<file path="src/hdl/bsc_pkg.sv">
// Shared types, opcodes and status codes for the byte stack calculator.
package bsc_pkg;

    localparam int STACK_DEPTH_DEF = 16;

    localparam logic [3:0] MODE_PUSH     = 4'd0;
    localparam logic [3:0] MODE_POP      = 4'd1;
    localparam logic [3:0] MODE_ADD      = 4'd2;
    localparam logic [3:0] MODE_SUB      = 4'd3;
    localparam logic [3:0] MODE_MUL      = 4'd4;
    localparam logic [3:0] MODE_DIV      = 4'd5;
    localparam logic [3:0] MODE_PRINT    = 4'd6;
    localparam logic [3:0] MODE_COMPLETE = 4'd7;

    localparam logic [2:0] ST_OK        = 3'd0;
    localparam logic [2:0] ST_COMPLETE  = 3'd1;
    localparam logic [2:0] ST_OVERFLOW  = 3'd2;
    localparam logic [2:0] ST_UNDERFLOW = 3'd3;
    localparam logic [2:0] ST_ZERODIV   = 3'd4;
    localparam logic [2:0] ST_INVALID   = 3'd5;

    typedef enum logic [1:0] {
        ALU_ADD = 2'd0,
        ALU_SUB = 2'd1,
        ALU_MUL = 2'd2,
        ALU_DIV = 2'd3
    } t_alu_op;

    typedef struct packed {
        logic [3:0] mode;
        logic [7:0] push_value;
    } t_in_item;

    typedef struct packed {
        logic [2:0] status;
        logic       print_valid;
        logic [7:0] acc_value;
    } t_out_item;

    typedef struct packed {
        logic       start;
        t_alu_op    op;
        logic [7:0] lhs;
        logic [7:0] rhs;
    } t_alu_req;

    typedef struct packed {
        logic       done;
        logic [7:0] result;
    } t_alu_rsp;

endpackage

</file>
<file path="src/hdl/bsc_stack_ram.sv">
// Byte stack storage: one write port and one registered read port.
module bsc_stack_ram #(
    parameter int STACK_DEPTH = bsc_pkg::STACK_DEPTH_DEF
) (
    input  logic                           i_clk,
    input  logic                           i_wr_en,
    input  logic [$clog2(STACK_DEPTH)-1:0] i_wr_addr,
    input  logic [7:0]                     i_wr_data,
    input  logic                           i_rd_en,
    input  logic [$clog2(STACK_DEPTH)-1:0] i_rd_addr,
    output logic [7:0]                     o_rd_data
);
    logic [7:0] r_mem [STACK_DEPTH];
    logic [7:0] r_rd_data;

    always_ff @(posedge i_clk) begin
        if (i_wr_en) begin
            r_mem[i_wr_addr] <= i_wr_data;
        end
        if (i_rd_en) begin
            r_rd_data <= r_mem[i_rd_addr];
        end
    end

    assign o_rd_data = r_rd_data;

endmodule

</file>
<file path="src/hdl/bsc_alu.sv">
// Iterative 8-bit unit: add and subtract in one step, multiply and divide in eight.
module bsc_alu (
    input  logic              i_clk,
    input  logic              i_rst_n,
    input  bsc_pkg::t_alu_req i_req,
    output bsc_pkg::t_alu_rsp o_rsp
);
    import bsc_pkg::*;

    logic       r_busy;
    logic       r_done;
    logic [2:0] r_cnt;
    t_alu_op    r_op;
    logic [7:0] r_p;   // sum, product or remainder
    logic [7:0] r_q;   // multiplier or dividend/quotient
    logic [7:0] r_b;   // addend, multiplicand or divisor

    logic [8:0] opa;
    logic [8:0] opb;
    logic       sub;
    logic [9:0] sum;
    logic       last;

    // one shared adder serves every operation
    always_comb begin
        opa = {1'b0, r_p};
        opb = {1'b0, r_b};
        sub = 1'b0;
        case (r_op)
            ALU_ADD: begin
            end
            ALU_SUB: begin
                sub = 1'b1;
            end
            ALU_MUL: begin
                opb = r_q[0] ? {1'b0, r_b} : 9'd0;
            end
            ALU_DIV: begin
                opa = {r_p, r_q[7]};
                sub = 1'b1;
            end
            default: begin
            end
        endcase
        sum = {1'b0, opa} + (sub ? ~{1'b0, opb} : {1'b0, opb}) + {9'd0, sub};
    end

    assign last = (r_cnt == 3'd0);

    always_ff @(posedge i_clk) begin
        if (!i_rst_n) begin
            r_busy <= 1'b0;
            r_done <= 1'b0;
        end else begin
            r_done <= 1'b0;
            if (i_req.start) begin
                r_busy <= 1'b1;
            end else if (r_busy && last) begin
                r_busy <= 1'b0;
                r_done <= 1'b1;
            end
        end
    end

    always_ff @(posedge i_clk) begin
        if (i_req.start) begin
            r_op <= i_req.op;
            case (i_req.op)
                ALU_MUL: begin
                    r_p   <= 8'd0;
                    r_b   <= i_req.lhs;
                    r_q   <= i_req.rhs;
                    r_cnt <= 3'd7;
                end
                ALU_DIV: begin
                    r_p   <= 8'd0;
                    r_q   <= i_req.lhs;
                    r_b   <= i_req.rhs;
                    r_cnt <= 3'd7;
                end
                default: begin
                    r_p   <= i_req.lhs;
                    r_b   <= i_req.rhs;
                    r_cnt <= 3'd0;
                end
            endcase
        end else if (r_busy) begin
            if (!last) begin
                r_cnt <= r_cnt - 3'd1;
            end
            case (r_op)
                ALU_MUL: begin
                    r_p <= sum[7:0];
                    r_b <= {r_b[6:0], 1'b0};
                    r_q <= {1'b0, r_q[7:1]};
                end
                ALU_DIV: begin
                    // restore on a negative trial
                    r_p <= sum[9] ? opa[7:0] : sum[7:0];
                    r_q <= {r_q[6:0], ~sum[9]};
                end
                default: begin
                    r_p <= sum[7:0];
                end
            endcase
        end
    end

    assign o_rsp.done   = r_done;
    assign o_rsp.result = (r_op == ALU_DIV) ? r_q : r_p;

endmodule

</file>
<file path="src/hdl/byte_stack_calculator_unit.sv">
// Top level of the byte stack calculator: instruction sequencer, stack and shared ALU.
// One instruction is taken at a time and the input stalls until its result is formed.
// Each instruction passes through decode and a done state; pop adds a stack read, and the
// arithmetic ops read top and second operand through the registered stack read port (one
// operand a cycle) before the shared adder (skipped on a zero divide) steps multiply and
// divide one bit a cycle. A finished result waits in an output register, so the next
// instruction is taken meanwhile; an instruction only finishes once that register is
// empty or being read, so a stalling receiver holds it in its done state.
// Complete or any error returns count and accumulator to zero after the result.
module byte_stack_calculator_unit #(
    parameter int STACK_DEPTH = bsc_pkg::STACK_DEPTH_DEF
) (
    input  logic               i_clk,
    input  logic               i_rst_n,
    input  logic               i_in_valid,
    output logic               o_in_stall,
    input  bsc_pkg::t_in_item  i_in_data,
    output logic               o_out_valid,
    input  logic               i_out_stall,
    output bsc_pkg::t_out_item o_out_data
);
    import bsc_pkg::*;

    localparam int AW    = $clog2(STACK_DEPTH);
    localparam int CNT_W = $clog2(STACK_DEPTH + 1);

    typedef enum logic [6:0] {
        S_IDLE   = 7'b0000001,
        S_DECODE = 7'b0000010,
        S_RD_POP = 7'b0000100,
        S_RD_TOP = 7'b0001000,
        S_RD_SEC = 7'b0010000,
        S_ALU    = 7'b0100000,
        S_DONE   = 7'b1000000
    } t_state;

    t_state           r_state, n_state;
    logic [3:0]       r_mode;
    logic [7:0]       r_imm;
    logic [CNT_W-1:0] r_count, n_count;
    logic [7:0]       r_acc, n_acc;
    logic [2:0]       r_status, n_status;
    logic             r_pv, n_pv;
    logic [7:0]       r_rhs, n_rhs;
    logic             r_out_valid;
    t_out_item        r_out_data;

    logic             in_take;
    logic             slot_free;
    logic             wr_en;
    logic [AW-1:0]    wr_addr;
    logic [7:0]       wr_data;
    logic             rd_en;
    logic [AW-1:0]    rd_addr;
    logic [7:0]       rd_data;
    t_alu_req         alu_req;
    t_alu_rsp         alu_rsp;
    t_alu_op          mode_op;

    assign o_in_stall = (r_state != S_IDLE);
    assign in_take    = i_in_valid && (r_state == S_IDLE);
    assign slot_free  = !r_out_valid || !i_out_stall;

    always_comb begin
        case (r_mode)
            MODE_ADD: mode_op = ALU_ADD;
            MODE_SUB: mode_op = ALU_SUB;
            MODE_MUL: mode_op = ALU_MUL;
            default:  mode_op = ALU_DIV;
        endcase
    end

    always_comb begin
        n_state  = r_state;
        n_count  = r_count;
        n_acc    = r_acc;
        n_status = r_status;
        n_pv     = r_pv;
        n_rhs    = r_rhs;
        wr_en    = 1'b0;
        wr_addr  = AW'(r_count);
        wr_data  = r_imm;
        rd_en    = 1'b0;
        rd_addr  = AW'(r_count - CNT_W'(1));
        alu_req  = '{start: 1'b0, op: mode_op, lhs: rd_data, rhs: r_rhs};

        case (r_state)
            S_IDLE: begin
                if (in_take) begin
                    n_status = ST_OK;
                    n_pv     = 1'b0;
                    n_state  = S_DECODE;
                end
            end
            S_DECODE: begin
                n_state = S_DONE;
                case (r_mode)
                    MODE_PUSH: begin
                        if (r_count == CNT_W'(STACK_DEPTH)) begin
                            n_status = ST_OVERFLOW;
                        end else begin
                            wr_en   = 1'b1;
                            n_count = r_count + CNT_W'(1);
                        end
                    end
                    MODE_POP: begin
                        if (r_count == '0) begin
                            n_status = ST_UNDERFLOW;
                        end else begin
                            rd_en   = 1'b1;
                            n_state = S_RD_POP;
                        end
                    end
                    MODE_ADD, MODE_SUB, MODE_MUL, MODE_DIV: begin
                        if (r_count < CNT_W'(2)) begin
                            n_status = ST_UNDERFLOW;
                        end else begin
                            rd_en   = 1'b1;
                            n_state = S_RD_TOP;
                        end
                    end
                    MODE_PRINT: begin
                        n_pv = 1'b1;
                    end
                    MODE_COMPLETE: begin
                        n_status = ST_COMPLETE;
                    end
                    default: begin
                        n_status = ST_INVALID;
                    end
                endcase
            end
            S_RD_POP: begin
                n_acc   = rd_data;
                n_count = r_count - CNT_W'(1);
                n_state = S_DONE;
            end
            S_RD_TOP: begin
                n_rhs   = rd_data;
                rd_en   = 1'b1;
                rd_addr = AW'(r_count - CNT_W'(2));
                n_state = S_RD_SEC;
            end
            S_RD_SEC: begin
                if (r_mode == MODE_DIV && r_rhs == 8'd0) begin
                    n_status = ST_ZERODIV;
                    n_state  = S_DONE;
                end else begin
                    alu_req.start = 1'b1;
                    n_state       = S_ALU;
                end
            end
            S_ALU: begin
                if (alu_rsp.done) begin
                    wr_en   = 1'b1;
                    wr_addr = AW'(r_count - CNT_W'(2));
                    wr_data = alu_rsp.result;
                    n_count = r_count - CNT_W'(1);
                    n_state = S_DONE;
                end
            end
            S_DONE: begin
                if (slot_free) begin
                    n_state = S_IDLE;
                    // drop program state on complete or error
                    if (r_status != ST_OK) begin
                        n_count = '0;
                        n_acc   = 8'd0;
                    end
                end
            end
            default: begin
                n_state = S_IDLE;
            end
        endcase
    end

    always_ff @(posedge i_clk) begin
        if (!i_rst_n) begin
            r_state     <= S_IDLE;
            r_count     <= '0;
            r_acc       <= 8'd0;
            r_out_valid <= 1'b0;
        end else begin
            r_state <= n_state;
            r_count <= n_count;
            r_acc   <= n_acc;
            if (r_state == S_DONE && slot_free) begin
                r_out_valid <= 1'b1;
            end else if (!i_out_stall) begin
                r_out_valid <= 1'b0;
            end
        end
    end

    always_ff @(posedge i_clk) begin
        r_status <= n_status;
        r_pv     <= n_pv;
        r_rhs    <= n_rhs;
        if (in_take) begin
            r_mode <= i_in_data.mode;
            r_imm  <= i_in_data.push_value;
        end
        if (r_state == S_DONE && slot_free) begin
            r_out_data <= '{status: r_status, print_valid: r_pv, acc_value: r_acc};
        end
    end

    assign o_out_valid = r_out_valid;
    assign o_out_data  = r_out_data;

    bsc_stack_ram #(
        .STACK_DEPTH (STACK_DEPTH)
    ) u_stack (
        .i_clk     (i_clk),
        .i_wr_en   (wr_en),
        .i_wr_addr (wr_addr),
        .i_wr_data (wr_data),
        .i_rd_en   (rd_en),
        .i_rd_addr (rd_addr),
        .o_rd_data (rd_data)
    );

    bsc_alu u_alu (
        .i_clk   (i_clk),
        .i_rst_n (i_rst_n),
        .i_req   (alu_req),
        .o_rsp   (alu_rsp)
    );

    a_count_bound: assert property (@(posedge i_clk) disable iff (!i_rst_n)
        r_count <= CNT_W'(STACK_DEPTH))
        else $error("stack count beyond depth");

    a_alu_done_in_alu: assert property (@(posedge i_clk) disable iff (!i_rst_n)
        alu_rsp.done |-> r_state == S_ALU)
        else $error("alu result outside alu wait");

    a_end_clears: assert property (@(posedge i_clk) disable iff (!i_rst_n)
        (r_state == S_DONE && slot_free && r_status != ST_OK) |=>
            (r_count == '0 && r_acc == 8'd0))
        else $error("program end did not clear state");

    a_print_ok: assert property (@(posedge i_clk) disable iff (!i_rst_n)
        (o_out_valid && o_out_data.print_valid) |-> o_out_data.status == ST_OK)
        else $error("print flagged with error status");

endmodule

</file>
<file path="config.mk">
export PLATFORM = sky130hd
export DESIGN_NAME = byte_stack_calculator_unit
export DESIGN_NICKNAME = d
export VERILOG_FILES = /design/src/hdl/bsc_pkg.sv /design/src/hdl/bsc_stack_ram.sv /design/src/hdl/bsc_alu.sv /design/src/hdl/byte_stack_calculator_unit.sv
export SDC_FILE = /design/constraint.sdc
export NUM_CORES = 1
export LEC_CHECK = 0
export BUFFER_PORTS_ARGS = -buffer_cell sky130_fd_sc_hd__clkbuf_2
export CAP_MARGIN = 20
export CORE_MARGIN = 10
export CORE_UTILIZATION = 58
export CTS_CLUSTER_SIZE = 25
export DETAILED_ROUTE_END_ITERATION = 12
export GPL_ROUTABILITY_DRIVEN = 0
export HOLD_SLACK_MARGIN = 0.08
export PLACE_DENSITY = 0.82
export SETUP_SLACK_MARGIN = 0.2
export SYNTH_ARGS = -nofsm -noshare
export SYNTH_HDL_FRONTEND = slang
export SYNTH_SLANG_ARGS = --single-unit
export TNS_END_PERCENT = 10
</file>
<file path="constraint.sdc">
create_clock -name i_clk -period 4.2 [get_ports i_clk]
set_clock_uncertainty 0.2 [all_clocks]
set_input_delay 0.42 -clock i_clk [delete_from_list [all_inputs] [get_ports i_clk]]
set_output_delay 0.42 -clock i_clk [all_outputs]
set_load 0.01 [all_outputs]
</file>
==> impl_metrics.toml, run 1 <==
[clock_network]
clk_sink_count = 224
cts_root_buffer = "sky130_fd_sc_hd__clkbuf_16"
cts_made_buffers = 24
worstSkewPairLatency_ps = 530
cts.reportedPaths.clkPinSlew_ps = 60
post_cts.repair.setup_buffers = 0
number_of_buffers_between_clock_root_and_the_deepest_sink = 3
tritoncts = "done"
cts.htree.levels = 1

[sta]
maximum_achievable_frequency_mhz = 272
final_hold_viol_count = 0
setup_viol = 0
timing.setup.tns_ps = 0
grt_setup_unrepaired = "no"
slew_headroom_pct = 27.6
period_minus_slack_ps = 3680
timing_worst_slew_pin_value_ps = 1090
timing.hold.ws_ps = 246
finalCritPeriodShare_pct = 87.7
drv_slew = 0

[finish]
area.growth.synth_to_final_pct = 13.0
final_cells = 1114
insertedDiodeCount = 0
ff_latch_area_um2 = 6500
total_area_of_multi_input_combinational_cells_um2 = 4430
nets = 867
fillerInstances = 1264
fraction_of_final_layout_cells_with_drive_strength_greater_than_1_pct = 22.5

[pwr]
combinational_group_share_of_total_power_pct = 5.2
power_frac_clock_pct = 44.4
internal_power_mw = 3.88
p_sw_share_pct = 20.8
pwr-share-seq_pct = 50.5
peakVddDrop_v = 0.000346
cellPowerDensity_nw_per_um2 = 387
p_leak_nw = 4.45
power.switching_mw = 1.02

[setup_path]
arrival_ps = 3730
max_stage_delay_ps = 600
critical_path.max_fanout = 16
crit_path_cell_trace = "nand2_2 > mux2_2 > ha_1 > a211oi_1 > o211ai_1 > o311ai_2 > nand2_1 > mux2i_1 > o21ai_0"
cp_data_required_time_ps = 4250
critical_path_class = "flop to flop"
worstSetupStartpointType = "flop"
worst_setup_path_end_kind = "flop"
worst_path_max_delay_cell = "sky130_fd_sc_hd__edfxtp_1"

[floorplan]
die-width_um = 159
die_area_um2 = 25200
effective_utilization_at_floorplan_pct = 59.4
design.portCount = 30
core_um2 = 18800
rows = 50
die_height_um = 159

[yosys]
syn_inst = 784
synth_enable_flop_cells = 201
syn-num-nets = 815
synthDistinctLibCells = 71
netlist.top_cell.by_area = "sky130_fd_sc_hd__edfxtp_1"
multiplexer_fraction_of_the_synthesized_cell_area_pct = 18.7
synth_seq_cells = 224
count_of_synthesis_stage_warnings_from_yosys = 0
largest_family_of_logic_cells_by_synthesized_area = "multiplexers"
synthArstFlopShare_pct = 0
synth-simple-area-share_pct = 9.41
yosys.area.top_type_share_pct = 54.0
synth_compound_gate_area_share_pct = 8.80
yosys.area_share.xor_xnor_pct = 0.929
yosys-top-cells-area = "sky130_fd_sc_hd__edfxtp_1, sky130_fd_sc_hd__mux4_2, sky130_fd_sc_hd__mux2i_1, sky130_fd_sc_hd__dfxtp_1, sky130_fd_sc_hd__nand2_1"
netlist_area_um2 = 11200
synth_ff_type = "sky130_fd_sc_hd__edfxtp_1"
sequential_area_share_after_synthesis_pct = 58.1
syn_avg_cell_area_um2 = 14.3
yosys.area_share.adder_pct = 1.75

[detailed_routing]
via_count = 7413
drt_drc_violations_left = 0
route.final.wire_length_um = 25700
first_iter_violations = 704
post_drt_via_cell_ratio = 6.65
postRouteAntennaNets = 0
routedWlPerCell_um = 23.1
drt_first_pass_iters = 5

[global_routing]
wire_length_of_the_first_global_routing_pass_um = 41000
grt-ovfl-total = 0
gr-usage-met1_pct = 25.7
grt.met3_usage_pct = 3.05
busiest_layer = "met2"
grt_max_degree = 40
use_met2_pct = 33.8
grtUsageTotal_pct = 19.7
grt_pass1_vias = 7349
grt_antenna_before_repair = 0

[status]
status = "complete, no violations"

[placement]
numPlacedInstances = 1052
post_detailed_placement_half_perimeter_wirelength_um = 17300
port_buffer_count = 29

[min_path]
holdCritPathClass = "flop to flop"

[flow_run]
max_cap_viol_count = 0
repair_timing:
action | CTS | global route
endpoints found under the setup margin | 0 | 1
resized for setup | 0 | 1
hold buffers | 15 | 0
hold endpoints to repair | 17 | 0
synth_stat cells, types with 4 or more instances:
cell type / number
sky130_fd_sc_hd__and3_1: 13
sky130_fd_sc_hd__o21ai_0: 38
sky130_fd_sc_hd__a221oi_1: 9
sky130_fd_sc_hd__mux2i_1: 48
sky130_fd_sc_hd__edfxtp_1: 201
sky130_fd_sc_hd__nor3_1: 10
sky130_fd_sc_hd__nand3_1: 13
sky130_fd_sc_hd__nand2_1: 62
sky130_fd_sc_hd__a21oi_1: 39
sky130_fd_sc_hd__a211oi_1: 12
sky130_fd_sc_hd__clkbuf_1: 20
sky130_fd_sc_hd__mux4_2: 64
sky130_fd_sc_hd__nor2b_1: 6
sky130_fd_sc_hd__a22oi_1: 9
sky130_fd_sc_hd__mux2_2: 15
sky130_fd_sc_hd__inv_1: 17
sky130_fd_sc_hd__nand4_1: 4
sky130_fd_sc_hd__xnor2_1: 7
sky130_fd_sc_hd__nand2b_1: 9
sky130_fd_sc_hd__a32o_1: 9
sky130_fd_sc_hd__buf_2: 17
sky130_fd_sc_hd__nor2_1: 53
sky130_fd_sc_hd__ha_1: 14
sky130_fd_sc_hd__a21o_1: 4
sky130_fd_sc_hd__dfxtp_1: 23
power by group through the flow:
stage	combinational, mW	sequential (mW)	clock, mW
2_1_floorplan	0.170	2.51	0
3_3_place_gp	0.230	2.51	0
3_5_place_dp	0.239	2.52	0
4_1_cts	0.252	2.47	2.20
5_1_grt	0.274	2.47	2.30
6_report	0.253	2.47	2.17
layout make-up:
cell class / count / area share [%]
Clock buffer: 29 / 5.24
Clock inverter: 15 / 1.39
Inverter: 19 / 0.564
Multi-Input combinational cell: 500 / 35.1
Sequential cell: 224 / 51.4
Tap cell: 260 / 2.57
Timing Repair Buffer: 67 / 3.76
path summary, 6_finish.rpt:
| kind | start | to | slack [ps] | cells past startpoint |
|---|---|---|---|---|
| setup / recovery | u_alu.r_op[1] | u_alu.r_p[6] | 520 | 9 |
| hold / removal | r_acc[2] | o_out_data[2] | 250 | 0 |
| setup reg to reg | u_alu.r_op[1] | u_alu.r_p[6] | 520 | 9 |
| hold reg to reg | r_acc[2] | o_out_data[2] | 250 | 0 |
placed cells by master, fill, tap and decap left out, types with 17 or more instances in the layout:
master / synthesis / routed
sky130_fd_sc_hd__clkbuf_16: 0 / 26
sky130_fd_sc_hd__nand2_1: 62 / 60
sky130_fd_sc_hd__edfxtp_1: 201 / 201
sky130_fd_sc_hd__o21ai_0: 38 / 38
sky130_fd_sc_hd__inv_1: 17 / 17
sky130_fd_sc_hd__mux2i_1: 48 / 48
sky130_fd_sc_hd__a21oi_1: 39 / 39
sky130_fd_sc_hd__nor2_1: 53 / 53
sky130_fd_sc_hd__mux4_2: 64 / 64
sky130_fd_sc_hd__clkbuf_2: 0 / 29
sky130_fd_sc_hd__buf_4: 2 / 20
sky130_fd_sc_hd__dfxtp_1: 23 / 22
critical path, delay by kind of cell (launching register included):
family	cells	cell delay, ps
DFF	1	600
muxes	2	650
and+or+nand+nor	2	610
adders and majority gates	1	410
AOI/OAI and AO/OA	4	950
registers in the layout, summed over array words and instances (netlist names), 8 cells and up:
register,count
o_out_data,12
r_acc,8
r_imm,8
r_rhs,8
u_alu.r_b,8
u_alu.r_p,8
u_alu.r_q,8
u_stack.o_rd_data,8
u_stack.r_mem,128
cells by family (layout without fill, tap and decap cells):
kind of cell	after synthesis	count (layout)
adders and majority gates	15	15
AOI/OAI and AO/OA	147	147
buffers and inverters	60	130
xor gates and xnor gates	11	11
muxes	127	127
and+or+nand+nor	200	200
DFF	224	224
metrics by stage:
| step | total power, mW | worst slack, ps | instance area [um^2] | util [%] |
|---|---|---|---|---|
| final | 4.89 | 518 | 12600 | 67.1 |
| after global routing | 5.05 | 294 | 12600 | 67.1 |
| after CTS | 4.92 | 474 | 12600 | 67.0 |
| after detailed placement | 2.75 | 529 | 11600 | 61.8 |
| after global placement | 2.74 | 707 | 11600 | 61.8 |
| after floorplan | 2.68 | 741 | 11200 | - |
metal layers:
layer,up-vias,share of wire [%]
met3,61,8.1
met2,415,51
li1,3222,-
met1,3715,39
met4,0,2.3
met5,-,0
Note: power is estimated with default switching activity, not from simulation.
==> run 2, diff against run 1 <==
--- a/config.mk
+++ b/config.mk
@@ -6,8 +6,7 @@
 export NUM_CORES = 1
 export LEC_CHECK = 0
 export BUFFER_PORTS_ARGS = -buffer_cell sky130_fd_sc_hd__clkbuf_2
-export CAP_MARGIN = 20
-export CORE_MARGIN = 10
+export CORE_MARGIN = 2
 export CORE_UTILIZATION = 58
 export CTS_CLUSTER_SIZE = 25
 export DETAILED_ROUTE_END_ITERATION = 12
==> impl_metrics.toml, run 2 (synthesis results as in run 1) <==
[setup_path]
rr_endpoint = "u_alu.r_p[4]"
worstSetupStartpointType = "flop"
critical_path_class = "flop to flop"
cpMostUsedCell = "sky130_fd_sc_hd__nand2_1"
max_stage_delay_ps = 590
crit_path_cell_trace = "nand2_1 > mux2_2 > ha_1 > a211oi_1 > o211ai_1 > o311ai_2 > nand2_1 > mux2i_1 > a21oi_1"
rrSetupSlack_ps = 540
arrival_ps = 3690
worst_setup_path_end_kind = "flop"
worstRegToRegCells = 9
cp_data_required_time_ps = 4240
critical_path.reg2reg.startpoint = "u_alu.r_op[1]"
worst_path_max_delay_cell = "sky130_fd_sc_hd__edfxtp_1"
critical_path.max_fanout = 16

[floorplan]
die_height_um = 143
effective_utilization_at_floorplan_pct = 59.4
rows = 50
design.portCount = 30
core_um2 = 18800
die-width_um = 143
die_area_um2 = 20400

[min_path]
hold_start = "r_pv"
min_delay_path_depth = 0
holdCritPathClass = "flop to flop"
hold_ep = "o_out_data[8]"

[detailed_routing]
first_iter_violations = 926
route.final.wire_length_um = 25200
via_count = 7358
topRoutingLayerUsed = "met4"
met2_wire_length_um = 12700
drt_first_pass_iters = 6
wl_met1_um = 9640
drt_drc_violations_left = 0
post_drt_via_cell_ratio = 6.66
routedWlPerCell_um = 22.8
postRouteAntennaNets = 0
wire_length_on_met3_um = 1910

[pwr]
p_sw_share_pct = 20.9
peakVddDrop_v = 0.000448
pwr-share-seq_pct = 52.5
combinational_group_share_of_total_power_pct = 5.4
power.switching_uw = 980
p_leak_nw = 4.36
cellPowerDensity_nw_per_um2 = 377
post-layout-total-power_mw = 4.70
internal_power_mw = 3.72
power_frac_clock_pct = 42.1

[sta]
drv_slew = 0
slew_headroom_pct = 25.3
period_minus_slack_ps = 3660
setup_viol = 0
grt_setup_unrepaired = "no"
finalCritPeriodShare_pct = 87.1
final_hold_viol_count = 0
timing.setup.tns_ps = 0
timing_worst_slew_pin_value_ps = 1110
maximum_achievable_frequency_mhz = 273

[global_routing]
grt_max_degree = 40
grtUsageTotal_pct = 25.5
grt_pass1_vias = 7422
wire_length_of_the_first_global_routing_pass_um = 40000
grt-ovfl-total = 0
grt_antenna_before_repair = 0

[finish]
final_cells = 1105
fraction_of_final_layout_cells_with_drive_strength_greater_than_1_pct = 21.4
nets = 859
mostFrequentLayoutCells = "sky130_fd_sc_hd__edfxtp_1, sky130_fd_sc_hd__mux4_2, sky130_fd_sc_hd__nand2_1, sky130_fd_sc_hd__nor2_1, sky130_fd_sc_hd__mux2i_1"
fillerInstances = 1267
largest_register = "u_stack.r_mem"
area.growth.synth_to_final_pct = 11.6
ff_latch_area_um2 = 6500
insertedDiodeCount = 0
number_of_flip_flops_under_the_largest_register_name = 128
fin_util_pct = 66.3
most_frequent_standard_cell_in_the_layout_excluding_fill_and_tap_cells = "sky130_fd_sc_hd__edfxtp_1"
total_area_of_multi_input_combinational_cells_um2 = 4430

[placement]
numPlacedInstances = 1048
post_detailed_placement_half_perimeter_wirelength_um = 17000
port_buffer_count = 29

[clock_network]
cts_root_buffer = "sky130_fd_sc_hd__clkbuf_16"
number_of_buffers_between_clock_root_and_the_deepest_sink = 3
worstSkewPairLatency_ps = 520
cts.htree.levels = 1
cts_made_buffers = 23
cts.reportedPaths.clkPinSlew_ps = 60
tritoncts = "done"
cts_repair_resizes = 0
clk_sink_count = 224

[flow_run]
max_cap_viol_count = 0

[status]
status = "complete, no violations"
## run 2: changes by cell type in the layout (fill, tap and decap cells not counted), moves of 3 or more
cell	change
sky130_fd_sc_hd__clkbuf_8	+5
sky130_fd_sc_hd__buf_4	-4
sky130_fd_sc_hd__clkbuf_1	+3
sky130_fd_sc_hd__clkbuf_16	-3
## run 2: power groups by stage
stage	logic [mW]	registers (mW)	clock network [mW]
after global routing	0.271	2.47	2.08
after global placement	0.229	2.51	0
after detailed placement	0.239	2.51	0
final	0.252	2.47	1.98
after floorplan	0.170	2.51	0
after CTS	0.251	2.47	2.00
## run 2: worst max-delay path: cells and delay by family, from the launching register on
family,cells,cell delay [ps]
fa+ha+maj,1,410
flops,1,590
simple gates,2,660
mux,2,640
compound gates,4,880
## run 2: how the worst max path moves through the flow
stage	depth (start not counted)	slack, ps	endpoint	startpoint
detailed placement	9	610	u_alu.r_p[4]	u_alu.r_op[1]
CTS	9	610	u_alu.r_p[4]	u_alu.r_op[1]
global route	9	360	u_alu.r_p[1]	u_alu.r_op[1]
finish	9	540	u_alu.r_p[4]	u_alu.r_op[1]
floorplan	10	740	u_alu.r_p[5]	u_alu.r_op[1]
global placement	9	710	u_alu.r_p[6]	u_alu.r_op[1]
## run 2: metal layers
layer,GRT usage (%),vias to the layer above
li1,-,3214
met3,4.06,76
met2,43.9,411
met1,32.8,3657
met4,10.0,0
met5,0,-
## run 2: final cells by class
| type | count | area share, % |
|---|---|---|
| timing repair buffer | 60 | 3.33 |
| clock buffer | 34 | 5.34 |
| tap | 260 | 2.61 |
| clock inverter | 8 | 0.552 |
| multi-input combinational | 500 | 35.5 |
| sequential | 224 | 52.1 |
| inverter | 19 | 0.572 |
## run 2: timing repair
item / CTS / global route
hold buffers: 15 / 0
hold endpoints to repair: 17 / 0
setup buffers: 0 / 0
setup endpoints to repair: 0 / 0
## run 2: per-stage QoR
stage	worst slack [ps]	hold slack, ps	instance area, um^2
floorplan	741	200	11200
global placement	711	210	11600
detailed placement	610	222	11600
CTS	607	237	12500
global route	364	249	12500
finish	542	234	12500
==> run 3, diff against run 2 <==
--- a/config.mk
+++ b/config.mk
@@ -11,8 +11,10 @@
 export CTS_CLUSTER_SIZE = 25
 export DETAILED_ROUTE_END_ITERATION = 12
 export GPL_ROUTABILITY_DRIVEN = 0
+export GPL_TIMING_DRIVEN = 0
 export HOLD_SLACK_MARGIN = 0.08
 export PLACE_DENSITY = 0.82
+export REMOVE_ABC_BUFFERS = 1
 export SETUP_SLACK_MARGIN = 0.2
 export SYNTH_ARGS = -nofsm -noshare
 export SYNTH_HDL_FRONTEND = slang
==> impl_metrics.toml, run 3 (synthesis results as in run 1) <==
[status]
status = "complete, no violations"

[floorplan]
design.portCount = 30
effective_utilization_at_floorplan_pct = 59.4
die_height_um = 143
die_area_um2 = 20400
core_um2 = 18800
rows = 50
die-width_um = 143

[finish]
largest_register = "u_stack.r_mem"
most_frequent_standard_cell_in_the_layout_excluding_fill_and_tap_cells = "sky130_fd_sc_hd__edfxtp_1"
final_design_area_no_fill_um2 = 12600
final_cells = 1099
ff_latch_area_um2 = 6500
nets = 853
number_of_flip_flops_under_the_largest_register_name = 128
fillerInstances = 1253
mostFrequentLayoutCells = "sky130_fd_sc_hd__edfxtp_1, sky130_fd_sc_hd__mux4_2, sky130_fd_sc_hd__nand2_1, sky130_fd_sc_hd__mux2i_1, sky130_fd_sc_hd__a21oi_1"
fraction_of_final_layout_cells_with_drive_strength_greater_than_1_pct = 23.1
total_area_of_multi_input_combinational_cells_um2 = 4500
insertedDiodeCount = 0
area.growth.synth_to_final_pct = 13.0

[setup_path]
rrSetupSlack_ps = 380
critical_path.reg2reg.startpoint = "r_count[0]"
worstSetupStartpointType = "flop"
arrival_ps = 3780
worstRegToRegCells = 9
cp_data_required_time_ps = 4160
worst_setup_path_end_kind = "flop"
critical_path_class = "flop to flop"
rr_endpoint = "u_stack.r_mem[14][5]"
critical_path.max_fanout = 43

[pwr]
peakVddDrop_v = 0.000380
p_leak_nw = 4.40
cellPowerDensity_nw_per_um2 = 389

[detailed_routing]
routedWlPerCell_um = 23.8
first_iter_violations = 794
postRouteAntennaNets = 0
drt_drc_violations_left = 0
drt_first_pass_iters = 5
via_count = 7398
post_drt_via_cell_ratio = 6.73
route.final.wire_length_um = 26200

[clock_network]
clk_sink_count = 224
cts.reportedPaths.clkPinSlew_ps = 60
cts.htree.levels = 1
cts_root_buffer = "sky130_fd_sc_hd__clkbuf_16"
worstSkewPairLatency_ps = 520
cts_made_buffers = 23
number_of_buffers_between_clock_root_and_the_deepest_sink = 3
tritoncts = "done"

[global_routing]
grt_pass1_vias = 7280
busiest_layer = "met2"
grtUsageTotal_pct = 26.3
grt-ovfl-total = 0
grt_max_degree = 44
gr-usage-met1_pct = 34.4
grt.met3_usage_pct = 3.66
wire_length_of_the_first_global_routing_pass_um = 40700
grt_antenna_before_repair = 0
use_met2_pct = 45.5

[min_path]
holdCritPathClass = "flop to flop"
min_delay_path_depth = 0
hold_ep = "o_out_data[8]"
hold_start = "r_pv"

[sta]
timing_worst_slew_pin_value_ps = 1190
final_hold_viol_count = 0
grt_setup_unrepaired = "yes"
setup_viol = 0
slew_headroom_pct = 19.6
period_minus_slack_ps = 3820
finalCritPeriodShare_pct = 91.0
maximum_achievable_frequency_mhz = 262
timing.setup.tns_ps = 0
drv_slew = 0

[placement]
post_detailed_placement_half_perimeter_wirelength_um = 16800
numPlacedInstances = 1040
place_area_um2 = 11600
port_buffer_count = 29

[flow_run]
max_cap_viol_count = 0
## run 3: routing by layer
| layer | up-vias | routed length [um] |
|---|---|---|
| met4 | 0 | 908 |
| met3 | 77 | 2000 |
| met1 | 3702 | 10100 |
| li1 | 3197 | - |
| met5 | - | 0 |
| met2 | 422 | 13200 |
## run 3: how the worst max path moves through the flow
stage,start,endpoint,slack [ps],depth (start not counted)
global placement,r_count[0],u_stack.o_rd_data[0],-3430,7
global route,r_mode[3],r_status[2],120,6
detailed placement,u_alu.r_op[0],u_alu.r_p[6],-60,9
CTS,r_count[0],u_stack.r_mem[6][2],150,9
floorplan,r_count[0],u_stack.o_rd_data[0],-1530,7
finish,r_count[0],u_stack.r_mem[14][5],380,9
## run 3: critical path, cell delays in order, from the launching register on
cell and delay, ps:
sky130_fd_sc_hd__dfxtp_4 580, sky130_fd_sc_hd__buf_16 320, sky130_fd_sc_hd__inv_1 160, sky130_fd_sc_hd__ha_1 310
sky130_fd_sc_hd__or3b_2 280, sky130_fd_sc_hd__o2111a_1 240, sky130_fd_sc_hd__nand2_1 130, sky130_fd_sc_hd__o21ai_0 390
sky130_fd_sc_hd__nand2_1 280, sky130_fd_sc_hd__nor2_2 540
## run 3: metrics by stage
step | total power [mW] | hold slack, ps | setup slack [ps] | util (%)
after global routing | 5.02 | 242 | 119 | 67.1
after CTS | 4.92 | 226 | 150 | 66.8
after global placement | 2.74 | 209 | -3430 | 60.9
final | 4.91 | 234 | 378 | 67.1
after detailed placement | 2.76 | 212 | -59.6 | 61.6
after floorplan | 2.68 | 200 | -1530 | -
## run 3: final cells by class
cell class	count	area share, %
multi-input combinational	500	35.6
sequential	224	51.4
timing repair buffer	54	3.45
clock inverter	7	1.19
inverter	19	0.564
clock buffer	35	5.23
tap	260	2.57
## run 3: repair_timing
item / in CTS / in global routing
buffers inserted: 1 / 1
endpoints found under the hold margin: 17 / 0
gates resized for setup: 2 / 18
hold buffers: 15 / 0
setup endpoints to repair: 86 / 148
## run 3: where the power goes
part / leakage [nW] / total [mW] / internal, mW / switching, mW
registers: 2.02 / 2.47 / 2.45 / 0.0224
clock network: 0.396 / 2.18 / 1.34 / 0.847
logic: 1.98 / 0.253 / 0.111 / 0.143
total: 4.40 / 4.91 / 3.90 / 1.01
